==> config.mk <==
export PLATFORM = sky130hd
export DESIGN_NAME = tps_queue
export DESIGN_NICKNAME = d
export VERILOG_FILES = /design/src/rtl/core/assert_macros.svh /design/src/rtl/core/tps_pkg.sv /design/src/rtl/core/tps_queue.sv
export SDC_FILE = /design/constraint.sdc
export NUM_CORES = 1
export LEC_CHECK = 0
export BUFFER_PORTS_ARGS = -buffer_cell sky130_fd_sc_hd__buf_2
export CORE_MARGIN = 3
export CORE_UTILIZATION = 57
export DETAILED_ROUTE_END_ITERATION = 10
export PLACE_DENSITY = 0.77
export SKIP_LAST_GASP = 1
export SLEW_MARGIN = 20
export SYNTH_ARGS = -nofsm -noshare
export SYNTH_HDL_FRONTEND = slang
export SYNTH_SLANG_ARGS = --single-unit
export TNS_END_PERCENT = 100
==> constraint.sdc <==
create_clock -name clk -period 5.1 [get_ports clk]
set_input_delay 0 -clock clk [delete_from_list [all_inputs] [get_ports clk]]
set_output_delay 0 -clock clk [all_outputs]
set_load 0.01 [all_outputs]
==> src/rtl/core/assert_macros.svh <==
// Assertion macros shared by the sampler RTL.
// Depends on nothing; included by files that carry concurrent assertions.
`ifndef ASSERT_MACROS_SVH
`define ASSERT_MACROS_SVH

// The expression must never be true while out of reset.
`define ASSERT_NEVER(name, clk_sig, rstn_sig, expr) \
    name: assert property (@(posedge clk_sig) disable iff (!rstn_sig) !(expr)) \
        else $error("assertion %m failed");

// The consequent must hold in the same cycle as the antecedent.
`define ASSERT_IMPLIES(name, clk_sig, rstn_sig, ante, cons) \
    name: assert property (@(posedge clk_sig) disable iff (!rstn_sig) (ante) |-> (cons)) \
        else $error("assertion %m failed");

// The consequent must hold in the cycle after the antecedent.
`define ASSERT_NEXT(name, clk_sig, rstn_sig, ante, cons) \
    name: assert property (@(posedge clk_sig) disable iff (!rstn_sig) (ante) |=> (cons)) \
        else $error("assertion %m failed");

`endif

==> src/rtl/core/tps_pkg.sv <==
// Shared types and constants of the texture point sampler.
// Depends on nothing; imported by every sampler module.
package tps_pkg;

    // Result status codes.
    typedef enum logic [1:0] {
        ST_SAMPLE       = 2'd0,
        ST_WRITE_DONE   = 2'd1,
        ST_WRITE_REJECT = 2'd2
    } status_t;

    // Operation codes.
    localparam logic OP_WRITE  = 1'b0;
    localparam logic OP_SAMPLE = 1'b1;

    // Configuration register map.
    localparam int CFG_INDEX_BITS = 2;
    localparam int CFG_DATA_BITS  = 9;
    localparam logic [CFG_INDEX_BITS-1:0] CFG_TEX_WIDTH  = 2'd0;
    localparam logic [CFG_INDEX_BITS-1:0] CFG_TEX_HEIGHT = 2'd1;
    localparam logic [CFG_DATA_BITS-1:0]  SIZE_RESET     = 9'd256;

    // Field widths.
    localparam int COORD_BITS = 24;
    localparam int FRAC_BITS  = 16;
    localparam int XY_BITS    = 9;
    localparam int COMP_W     = 16;

    // Input item.
    typedef struct packed {
        logic                         opcode;
        logic signed [COORD_BITS-1:0] u_coord;
        logic signed [COORD_BITS-1:0] v_coord;
        logic [XY_BITS-1:0]           texel_x;
        logic [XY_BITS-1:0]           texel_y;
        logic [COMP_W-1:0]            in_red;
        logic [COMP_W-1:0]            in_green;
        logic [COMP_W-1:0]            in_blue;
        logic [COMP_W-1:0]            in_alpha;
    } in_item_t;

    // Result item.
    typedef struct packed {
        status_t           status;
        logic [COMP_W-1:0] out_red;
        logic [COMP_W-1:0] out_green;
        logic [COMP_W-1:0] out_blue;
        logic [COMP_W-1:0] out_alpha;
    } out_item_t;

    // Command queue flags.
    typedef struct packed {
        logic full;
        logic empty;
    } queue_status_t;

endpackage

==> src/rtl/core/tps_queue.sv <==
// Small command queue between the sampler front and back ends.
// Depends on tps_pkg for the status struct.
module tps_queue
    import tps_pkg::*;
#(
    parameter int WIDTH = 150,
    parameter int DEPTH = 4
)
(
    input  logic             clk,
    input  logic             rst_n,
    input  logic             push,
    input  logic [WIDTH-1:0] push_data,
    input  logic             pop,
    output logic [WIDTH-1:0] pop_data,
    output queue_status_t    status
);

    localparam int PW = $clog2(DEPTH);
    localparam int CW = $clog2(DEPTH + 1);

    logic [WIDTH-1:0] slot_reg [DEPTH];
    logic [PW-1:0]    wr_ptr_reg, wr_ptr_next;
    logic [PW-1:0]    rd_ptr_reg, rd_ptr_next;
    logic [CW-1:0]    count_reg, count_next;

    assign status.full  = (count_reg == CW'(DEPTH));
    assign status.empty = (count_reg == '0);
    assign pop_data     = slot_reg[rd_ptr_reg];

    // Pointer and occupancy update.
    always_comb
    begin
        wr_ptr_next = wr_ptr_reg;
        rd_ptr_next = rd_ptr_reg;
        if (push)
            wr_ptr_next = (wr_ptr_reg == PW'(DEPTH - 1)) ? '0 : wr_ptr_reg + 1'b1;
        if (pop)
            rd_ptr_next = (rd_ptr_reg == PW'(DEPTH - 1)) ? '0 : rd_ptr_reg + 1'b1;
        count_next = count_reg + CW'(push) - CW'(pop);
    end

    always_ff @(posedge clk or negedge rst_n)
    begin
        if (!rst_n)
        begin
            wr_ptr_reg <= '0;
            rd_ptr_reg <= '0;
            count_reg  <= '0;
        end
        else
        begin
            wr_ptr_reg <= wr_ptr_next;
            rd_ptr_reg <= rd_ptr_next;
            count_reg  <= count_next;
        end
    end

    // Entry storage.
    always_ff @(posedge clk)
    begin
        if (push)
            slot_reg[wr_ptr_reg] <= push_data;
    end

endmodule

==> results.ini <==
[clocking]
clock-sinks = 607
cts_tree = done
clk_latency_ns = 0.60
cts.path.max_buffers = 3
cts_buffers = 58
clk_pin_slew_ns = 0.07
htreeDepth = 2
root_buffer = clkbuf_16

[layout]
design_area_um2 = 27620
fillers = 2150
drive_above_1_share_pct = 40.76
largest_reg_flops = 600
nNetsFinal = 1478
instances_no_fill = 1879
final_common_cell = edfxtp_1
register_area_um2 = 18200
final_cell_mix = edfxtp_1 (600), buf_2 (305), dlygate4sd3_1 (154)
multi_input_area_um2 = 3598
area_growth_pct = 25.39

[sta]
layout_min_cycle_time_ns = 3.026
fmaxAchievable_mhz = 330.4
tns_ns = 0
hold_violations = 0
rsz0062_at_grt = false
relSlewSlack_pct = 37.83
fin_crit_sh_pct = 59.34
drv_slew = 0
fin_ws_ns = 2.074
setup_viol = 0
finClkSkew_ns = 0.01988
worst_pin_slew_ns = 0.9326

[yosys]
ys_ff_latch = 607
ys_warn_count = 0
syn_area_um2 = 22030
avgSynthCellArea_um2 = 26.86
syn-instance-count = 820
synth_nets = 982
synth_cell_types = 18
yosysSeqAreaShare_pct = 82.59

[detailed_routing]
drtIter0Drc = 799
via_per_inst = 5.660
avgRoutedWirePerCell_um = 24.43
firstDrtPassIters = 5
vias = 10640
drc_errors = 0
antenna_left = 0
wirelength_um = 45910

[worst_setup_path]
rrSetupSlack_ns = 2.76
r2r-end = slot_reg[0][44]$_DFFE_PP_
crit_fanout = 101
cp-start-kind = flop
cp.arrival_ns = 3.03
crit_path_end_kind = primary output
cp_data_required_time_ns = 5.10
ff2ff_path_depth = 4
r2r-start = wr_ptr_reg[0]$_DFFE_PN0P_
crit_type = reg -> out

[grt]
overflow = 0
grt_pass1_vias = 11390
grt_max_degree = 102
grt_pass1_wl_um = 70600
grt_usage_pct = 22.87
antenna_found_initial = 3

[floorplanning]
ioPinCount = 306
core_area_um2 = 37840
die_w_um = 202.6
rows = 71
dieHeight_um = 202.6
start_util_pct = 58.21
dieArea_um2 = 41040

[placement]
dpl.cell_count = 1613
placed_area_um2 = 24140
dp_hpwl_um = 24470
place.gp.congestion = 0.7383
dpl_worst_slack_ns = 2.704
port_buffers = 305

[pwr]
p_leak_uw = 0.009533
power_per_cell_area_nw_per_um2 = 550.2
peakVddDrop_mv = 0.3973
power.total_uw = 15200

[min_path]
min_delay_path_depth = 2
hold_class = in -> reg
min_from = push_data[6]
hold-path-endpoint = slot_reg[2][6]$_DFFE_PP_

[flow_run]
max-cap-violations = 0

[run_status]
run_status = finished clean

worst max-delay path, cell delays in order, from the launching register on:
cell	delay (ns)
dfrtp_4	0.77
buf_12	0.58
mux4_2	0.64
buf_2	0.17
cell usage after synthesis:
cell      number  area (um2)
dfrtp_1        7       175.2
nor2_1         1       3.750
buf_6         10       112.6
edfxtp_1     600       18020
nand2_1        1       3.750
and2_1         4       25.02
nor3_1         1       5.000
o21ai_0        2       10.01
fa_1           1       20.02
mux2_2         2       22.52
buf_2         18       90.09
clkbuf_1       6       22.52
mux4_2       150        3378
or3b_2         1       8.760
ha_1           7       87.58
xnor2_1        2       17.52
and3_1         1       6.260
inv_1          6       22.52
area by class of cell:
type / instances / area share, %
Antenna cell: 4 / 0.03624
Clock buffer: 71 / 5.508
Clock inverter: 37 / 1.463
Inverter: 6 / 0.08154
Multi-Input combinational cell: 173 / 13.03
Sequential cell: 607 / 65.89
Tap cell: 511 / 2.315
Timing Repair Buffer: 470 / 11.68
layer usage:
layer | global-route usage (%) | vias up | routed length [um]
met5 | 0 | - | 0
met2 | 36.86 | 448 | 23150
li1 | - | 4564 | -
met1 | 31.39 | 5552 | 17600
met3 | 5.996 | 72 | 3926
met4 | 7.399 | 0 | 1224
power by group:
| group | internal [uW] | total (uW) | switching (uW) |
|---|---|---|---|
| clock network | 2570 | 4330 | 1760 |
| logic | 1940 | 4120 | 2190 |
| registers | 6390 | 6740 | 350 |
how the worst max path moves through the flow:
stage                     cells past startpoint                        to  slack (ns)                       from
after floorplan                               3  slot_reg[0][0]$_DFFE_PP_        0.52  wr_ptr_reg[0]$_DFFE_PN0P_
after global placement                        3             pop_data[115]        2.68  rd_ptr_reg[0]$_DFFE_PN0P_
after detailed placement                      3             pop_data[110]        2.70  rd_ptr_reg[0]$_DFFE_PN0P_
after CTS                                     3             pop_data[126]        2.01  rd_ptr_reg[0]$_DFFE_PN0P_
after global routing                          3              pop_data[59]        1.85  rd_ptr_reg[0]$_DFFE_PN0P_
final                                         3              pop_data[59]        2.07  rd_ptr_reg[0]$_DFFE_PN0P_
metrics by stage:
stage / hold WS (ns) / util, %
detailed placement: -0.1499 / 63.80
global placement: -0.1546 / 63.80
floorplan: -0.2956 / -
CTS: 0.1002 / 72.96
finish: 0.1442 / 72.99
global route: 0.1318 / 72.98
cell families after synthesis:
group / synth area share (%)
AO/OA/AOI/OAI: 0.04544
XOR/XNOR: 0.07953
adder cells (fa/ha/maj): 0.4885
buffers and inverters: 1.125
flip-flops: 82.59
multiplexers: 15.44
AND/OR/NAND/NOR: 0.2385
timing repair:
| action | in CTS | in global routing |
|---|---|---|
| hold endpoints to repair | 613 | 0 |
| setup buffers | 0 | 0 |
| gates resized for setup | 0 | 0 |
| hold buffers | 154 | 0 |
Power figures use the tool's default switching activity.
