**src/rtl/core/assert_macros.svh**
```systemverilog
// Assertion macros shared by the sampler RTL.
// Depends on nothing; included by files that carry concurrent assertions.
`ifndef ASSERT_MACROS_SVH
`define ASSERT_MACROS_SVH

// The expression must never be true while out of reset.
`define ASSERT_NEVER(name, clk_sig, rstn_sig, expr) \
    name: assert property (@(posedge clk_sig) disable iff (!rstn_sig) !(expr)) \
        else $error("assertion %m failed");

// The consequent must hold in the same cycle as the antecedent.
`define ASSERT_IMPLIES(name, clk_sig, rstn_sig, ante, cons) \
    name: assert property (@(posedge clk_sig) disable iff (!rstn_sig) (ante) |-> (cons)) \
        else $error("assertion %m failed");

// The consequent must hold in the cycle after the antecedent.
`define ASSERT_NEXT(name, clk_sig, rstn_sig, ante, cons) \
    name: assert property (@(posedge clk_sig) disable iff (!rstn_sig) (ante) |=> (cons)) \
        else $error("assertion %m failed");

`endif

```
**src/rtl/core/tps_pkg.sv**
```systemverilog
// Shared types and constants of the texture point sampler.
// Depends on nothing; imported by every sampler module.
package tps_pkg;

    // Result status codes.
    typedef enum logic [1:0] {
        ST_SAMPLE       = 2'd0,
        ST_WRITE_DONE   = 2'd1,
        ST_WRITE_REJECT = 2'd2
    } status_t;

    // Operation codes.
    localparam logic OP_WRITE  = 1'b0;
    localparam logic OP_SAMPLE = 1'b1;

    // Configuration register map.
    localparam int CFG_INDEX_BITS = 2;
    localparam int CFG_DATA_BITS  = 9;
    localparam logic [CFG_INDEX_BITS-1:0] CFG_TEX_WIDTH  = 2'd0;
    localparam logic [CFG_INDEX_BITS-1:0] CFG_TEX_HEIGHT = 2'd1;
    localparam logic [CFG_DATA_BITS-1:0]  SIZE_RESET     = 9'd256;

    // Field widths.
    localparam int COORD_BITS = 24;
    localparam int FRAC_BITS  = 16;
    localparam int XY_BITS    = 9;
    localparam int COMP_W     = 16;

    // Input item.
    typedef struct packed {
        logic                         opcode;
        logic signed [COORD_BITS-1:0] u_coord;
        logic signed [COORD_BITS-1:0] v_coord;
        logic [XY_BITS-1:0]           texel_x;
        logic [XY_BITS-1:0]           texel_y;
        logic [COMP_W-1:0]            in_red;
        logic [COMP_W-1:0]            in_green;
        logic [COMP_W-1:0]            in_blue;
        logic [COMP_W-1:0]            in_alpha;
    } in_item_t;

    // Result item.
    typedef struct packed {
        status_t           status;
        logic [COMP_W-1:0] out_red;
        logic [COMP_W-1:0] out_green;
        logic [COMP_W-1:0] out_blue;
        logic [COMP_W-1:0] out_alpha;
    } out_item_t;

    // Command queue flags.
    typedef struct packed {
        logic full;
        logic empty;
    } queue_status_t;

endpackage

```
**src/rtl/core/tps_front.sv**
```systemverilog
// Front end of the sampler: config registers, item intake and classification.
// Depends on tps_pkg; feeds tps_queue with packed commands.
module tps_front
    import tps_pkg::*;
#(
    parameter int MAX_WIDTH      = 256,
    parameter int MAX_HEIGHT     = 256,
    parameter int COMPONENT_BITS = 16,
    parameter int CMD_W          = 150
)
(
    input  logic                      clk,
    input  logic                      rst_n,
    input  logic                      cfg_wr_en,
    input  logic [CFG_INDEX_BITS-1:0] cfg_index,
    input  logic [CFG_DATA_BITS-1:0]  cfg_data,
    input  logic                      in_valid,
    output logic                      in_ready,
    input  in_item_t                  in_item,
    input  logic                      clearing,
    input  queue_status_t             q_status,
    output logic                      push,
    output logic [CMD_W-1:0]          cmd
);

    localparam int XB  = $clog2(MAX_WIDTH);
    localparam int YB  = $clog2(MAX_HEIGHT);
    localparam int SZX = $clog2(MAX_WIDTH + 1);
    localparam int SZY = $clog2(MAX_HEIGHT + 1);
    localparam int PUW = FRAC_BITS + SZX;
    localparam int PVW = FRAC_BITS + SZY;

    typedef struct packed {
        logic                          is_sample;
        logic                          wr_ok;
        logic [XB-1:0]                 wx;
        logic [YB-1:0]                 wy;
        logic [4*COMPONENT_BITS-1:0]   texel;
        logic [PUW-1:0]                prod_u;
        logic [PVW-1:0]                prod_v;
        logic [SZX-1:0]                wm1;
        logic [SZY-1:0]                hm1;
    } cmd_t;

    logic [CFG_DATA_BITS-1:0] width_reg, width_next;
    logic [CFG_DATA_BITS-1:0] height_reg, height_next;
    logic [SZX-1:0]           w_eff;
    logic [SZY-1:0]           h_eff;
    logic                     f_valid_reg, f_valid_next;
    cmd_t                     f_cmd_reg, f_cmd_next;
    logic                     accept;

    // Configuration writes.
    always_comb
    begin
        width_next  = width_reg;
        height_next = height_reg;
        if (cfg_wr_en)
        begin
            case (cfg_index)
                CFG_TEX_WIDTH:  width_next  = cfg_data;
                CFG_TEX_HEIGHT: height_next = cfg_data;
                default:        ;
            endcase
        end
    end

    // Effective sizes: zero reads as one, oversize reads as the maximum.
    always_comb
    begin
        if (width_reg == '0)
            w_eff = SZX'(1);
        else if (32'(width_reg) > 32'(MAX_WIDTH))
            w_eff = SZX'(MAX_WIDTH);
        else
            w_eff = SZX'(width_reg);

        if (height_reg == '0)
            h_eff = SZY'(1);
        else if (32'(height_reg) > 32'(MAX_HEIGHT))
            h_eff = SZY'(MAX_HEIGHT);
        else
            h_eff = SZY'(height_reg);
    end

    // Handshake: the staging register drains into the queue.
    assign push     = f_valid_reg && !q_status.full;
    assign in_ready = !clearing && (!f_valid_reg || !q_status.full);
    assign accept   = in_valid && in_ready;

    always_comb
    begin
        if (accept)
            f_valid_next = 1'b1;
        else if (push)
            f_valid_next = 1'b0;
        else
            f_valid_next = f_valid_reg;
    end

    // Classify the item and scale the coordinate fractions.
    always_comb
    begin
        logic [31:0]    x_ext;
        logic [31:0]    y_ext;
        logic [PUW-1:0] wm1_ext;
        logic [PVW-1:0] hm1_ext;

        x_ext   = 32'(in_item.texel_x);
        y_ext   = 32'(in_item.texel_y);
        f_cmd_next.wm1 = w_eff - SZX'(1);
        f_cmd_next.hm1 = h_eff - SZY'(1);
        wm1_ext = PUW'(f_cmd_next.wm1);
        hm1_ext = PVW'(f_cmd_next.hm1);

        f_cmd_next.is_sample = (in_item.opcode == OP_SAMPLE);
        f_cmd_next.wr_ok     = (x_ext < 32'(w_eff)) && (y_ext < 32'(h_eff));
        f_cmd_next.wx        = x_ext[XB-1:0];
        f_cmd_next.wy        = y_ext[YB-1:0];
        f_cmd_next.texel     = {in_item.in_alpha[COMP_W-1 -: COMPONENT_BITS],
                                in_item.in_blue[COMP_W-1 -: COMPONENT_BITS],
                                in_item.in_green[COMP_W-1 -: COMPONENT_BITS],
                                in_item.in_red[COMP_W-1 -: COMPONENT_BITS]};
        f_cmd_next.prod_u    = PUW'(in_item.u_coord[FRAC_BITS-1:0]) * wm1_ext;
        f_cmd_next.prod_v    = PVW'(in_item.v_coord[FRAC_BITS-1:0]) * hm1_ext;
    end

    // Control registers.
    always_ff @(posedge clk or negedge rst_n)
    begin
        if (!rst_n)
        begin
            width_reg   <= SIZE_RESET;
            height_reg  <= SIZE_RESET;
            f_valid_reg <= 1'b0;
        end
        else
        begin
            width_reg   <= width_next;
            height_reg  <= height_next;
            f_valid_reg <= f_valid_next;
        end
    end

    // Staged command.
    always_ff @(posedge clk)
    begin
        if (accept)
            f_cmd_reg <= f_cmd_next;
    end

    assign cmd = CMD_W'(f_cmd_reg);

endmodule

```
**config.mk**
```make
export PLATFORM = sky130hd
export DESIGN_NAME = tps_front
export DESIGN_NICKNAME = d
export VERILOG_FILES = /design/src/rtl/core/assert_macros.svh /design/src/rtl/core/tps_pkg.sv /design/src/rtl/core/tps_front.sv
export SDC_FILE = /design/constraint.sdc
export NUM_CORES = 1
export LEC_CHECK = 0
export BUFFER_PORTS_ARGS = -buffer_cell sky130_fd_sc_hd__buf_2
export CORE_UTILIZATION = 46
export DETAILED_ROUTE_END_ITERATION = 8
export HOLD_SLACK_MARGIN = 0.1
export PLACE_DENSITY = 0.69
export SETUP_SLACK_MARGIN = 0.1
export SYNTH_ARGS = -nofsm -noshare
export SYNTH_HDL_FRONTEND = slang
export SYNTH_SLANG_ARGS = --single-unit
```
**constraint.sdc**
```tcl
create_clock -name clk -period 11 [get_ports clk]
set_clock_uncertainty 0.05 [all_clocks]
set_input_delay 2.2 -clock clk [delete_from_list [all_inputs] [get_ports clk]]
set_output_delay 2.2 -clock clk [all_outputs]
set_load 0.03 [all_outputs]
```
==> results by group <==
Status
  – Status: finished, final reports clean

Placed design
  – Final GP Congestion: 0.823
  – Cell Area, Placed: 0.0169 mm²
  – Port buffer count: 283
  – Detailed Place HPWL: 26500 µm
  – Pre-CTS worst setup slack: 3.35 ns

STA
  – Crit share post-route: 0.696
  – Setup-failing EPs final: 0
  – Final Hold Viols: 0
  – Setup repair after global routing missed its margin: no
  – Headroom to the max-slew limit: 0.127
  – Final-layout setup total negative slack: 0 ns
  – Min cycle time layout: 7.66 ns
  – Tightest Pin Transition: 1.30 ns
  – Max-slew violation count: 0
  – Slack of the critical path: 3.34 ns
  – Fmax: 131 MHz

CTS
  – Clk root buf: clkbuf_16
  – Deepest level of the CTS H-tree: 4
  – Clock-pin slew on the worst setup and hold paths: 0.08 ns
  – TritonCTS Buffers: 17
  – Buffer levels on the longest clock path: 2
  – TritonCTS clock tree: yes
  – Sink count of the clock tree: 169
  – Total setup buffers inserted after CTS: 0
  – Clock latency reported for the late side of the worst-skew pair: 0.46 ns
  – Cts hold-fix bufs: 0
  – Cts repair resizes: 0

Die
  – Die X: 183 µm
  – Ports placed on the boundary: 301
  – Die height: 183 µm
  – Core Footprint: 0.0318 mm²
  – Die area: 0.0333 mm²
  – Starting Density: 0.472
  – Cell Rows: 65

Critical path
  – Startpoint of the worst-slack reg-to-reg timing path: height_reg[3]$_DFFE_PN0P_
  – Reg2Reg Depth: 21
  – CP Max Fanout: 19
  – Setup slack on the worst flop-to-flop path: 3.34 ns
  – Required time worst endpoint: 11.14 ns
  – Type of the worst setup path: reg -> reg
  – Setup crit end: cmd[42]$_DFFE_PP_
  – Data arrival time at the worst-slack endpoint: 7.80 ns
  – Start point of the critical path: height_reg[3]$_DFFE_PN0P_
  – Reg-to-Reg End: cmd[42]$_DFFE_PP_
  – Type of destination of the critical path: register
  – Type of element launching the critical path: register

Synth
  – Count of different cell masters after synthesis: 58
  – Cell area after synthesis: 0.0150 mm²
  – Nets in the synthesized netlist: 1836
  – Warnings from Yosys: 0
  – Synth Instances: 1381
  – Flip-flop cell with the highest count after synthesis: edfxtp_1
  – Async set-reset flop share out of synthesis: 0.112
  – Sequential share of the synthesized area: 0.332
  – Post-synth EDFFs: 150
  – FF+latch count, synth: 169
  – Average footprint of a synthesized cell: 10.9 µm²

Global routing
  – Initial antenna violation count: 1
  – Largest net degree at the start of global routing: 63
  – Total routing usage reported by global routing: 0.216
  – Most used routing layer: met2
  – Met3 global-route usage: 0.0439
  – Met2 routing resource usage after global routing: 0.369
  – Wire length of the first global-routing pass: 55400 µm
  – Total grt overflow: 0
  – GR Util met1: 0.270
  – Vias in the first global route: 11104

Cells and area
  – Cell area after layout: 0.0174 mm²
  – Layout fillers: 2777
  – Area taken by flip-flops and latches: 0.00498 mm²
  – Multi-input gate area: 0.00887 mm²
  – Most common cell after layout, fill and taps aside: buf_2
  – Fraction of layout instances using a drive strength above 1: 0.211
  – Largest register FFs: 150
  – Synthesis-to-layout area growth: 16.3%
  – Most frequent cells in the layout: buf_2, inv_1, fa_1
  – Net total in the final layout: 2115

Route
  – Number of nets with antenna violations after routing: 0
  – Vias: 10547
  – Vias per cell: 5.00
  – First-pass iteration count of the detailed router: 5
  – DRC violation count after routing: 0
  – Total Wirelength: 33800 µm
  – Initial drt markers: 429
  – Detail-routed net length per standard cell: 16.0 µm

Hold path
  – Hold/Removal Path Class: reg -> reg

Run
  – Reported max-cap violation count: 0
## worst min-delay path by stage
stage                                       start                 endpoint  slack, ns  cells after the start
after floorplan           f_valid_reg$_DFFE_PN0P_  f_valid_reg$_DFFE_PN0P_       0.41                      1
after global placement    f_valid_reg$_DFFE_PN0P_  f_valid_reg$_DFFE_PN0P_       0.43                      1
after detailed placement  f_valid_reg$_DFFE_PN0P_  f_valid_reg$_DFFE_PN0P_       0.44                      1
after CTS                 f_valid_reg$_DFFE_PN0P_  f_valid_reg$_DFFE_PN0P_       0.47                      1
after global routing      f_valid_reg$_DFFE_PN0P_  f_valid_reg$_DFFE_PN0P_       0.52                      1
final                     f_valid_reg$_DFFE_PN0P_  f_valid_reg$_DFFE_PN0P_       0.46                      1
## metal layers
layer,routed length (µm),part of all wire,vias up
li1,-,-,4931
met4,822,0.024,0
met3,1900,0.056,49
met1,14400,0.43,5282
met2,16600,0.49,285
met5,0,0,-
## critical path, stage by stage, from the launching register on
cell and delay, ns:
dfrtp_1 0.46, nor4_2 0.36, nor4b_2 0.28, o21ai_2 0.30, ha_1 0.42, nor3b_1 0.17, o21ai_1 0.99, and2_1 0.28
fa_1 0.45, fa_1 0.47, fa_1 0.51, inv_1 0.05, fa_1 0.47, inv_1 0.04, ha_1 0.36, and3_1 0.23
a31oi_1 0.28, nand3b_1 0.11, o221ai_1 0.45, a21oi_1 0.25, nor4_1 0.32, a211oi_1 0.07
## layout make-up
class / count / area share
multi-input cells: 907 / 0.509
flip-flops and latches: 169 / 0.286
repair buffers: 291 / 0.0846
inverters: 274 / 0.0590
well taps: 435 / 0.0312
clock buffers: 18 / 0.0246
clock inverters: 13 / 0.00624
diodes: 1 / 0.000143
## cells in the mapped netlist (4+ instances only)
library cell / instances / area share
a21o_1: 20 / 0.010
a21oi_1: 42 / 0.014
a31oi_1: 5 / 0.0021
and2_1: 166 / 0.069
and4_1: 4 / 0.0023
buf_1: 8 / 0.0020
buf_2: 6 / 0.0020
clkbuf_1: 16 / 0.0040
dfrtp_1: 17 / 0.028
edfxtp_1: 150 / 0.30
fa_1: 198 / 0.26
ha_1: 108 / 0.090
inv_1: 274 / 0.069
mux2_2: 17 / 0.013
nand2_1: 157 / 0.039
nand2b_1: 7 / 0.0029
nand3_1: 9 / 0.0030
nand4_1: 4 / 0.0017
nor2_1: 23 / 0.0058
nor2b_1: 15 / 0.0063
nor3_1: 9 / 0.0030
nor4_1: 6 / 0.0025
o21a_1: 5 / 0.0025
o21ai_0: 14 / 0.0047
o21ai_1: 8 / 0.0027
or3_1: 4 / 0.0017
xnor2_1: 30 / 0.018
xor2_1: 13 / 0.0076
## stage by stage
stage	hold WS [ns]	util	instances
floorplan	0.414	-	1381
global placement	0.427	0.532	2076
detailed placement	0.444	0.532	2076
CTS	0.473	0.549	2107
global route	0.521	0.549	2107
finish	0.461	0.549	2108
## cells by family (layout without fill, tap and decap cells)
| group | after synthesis | in the layout | synth area share |
|---|---|---|---|
| other cells | 0 | 1 | 0 |
| compound gates | 121 | 121 | 0.0514 |
| fa+ha+maj | 306 | 306 | 0.354 |
| buf+inv | 305 | 596 | 0.0773 |
| flops | 169 | 169 | 0.332 |
| xor+xnor | 43 | 43 | 0.0251 |
| simple gates | 419 | 419 | 0.146 |
| mux | 18 | 18 | 0.0134 |
Power is not shown: default switching activity piles up to over one toggle a cycle in this logic, so the estimate is an artifact.
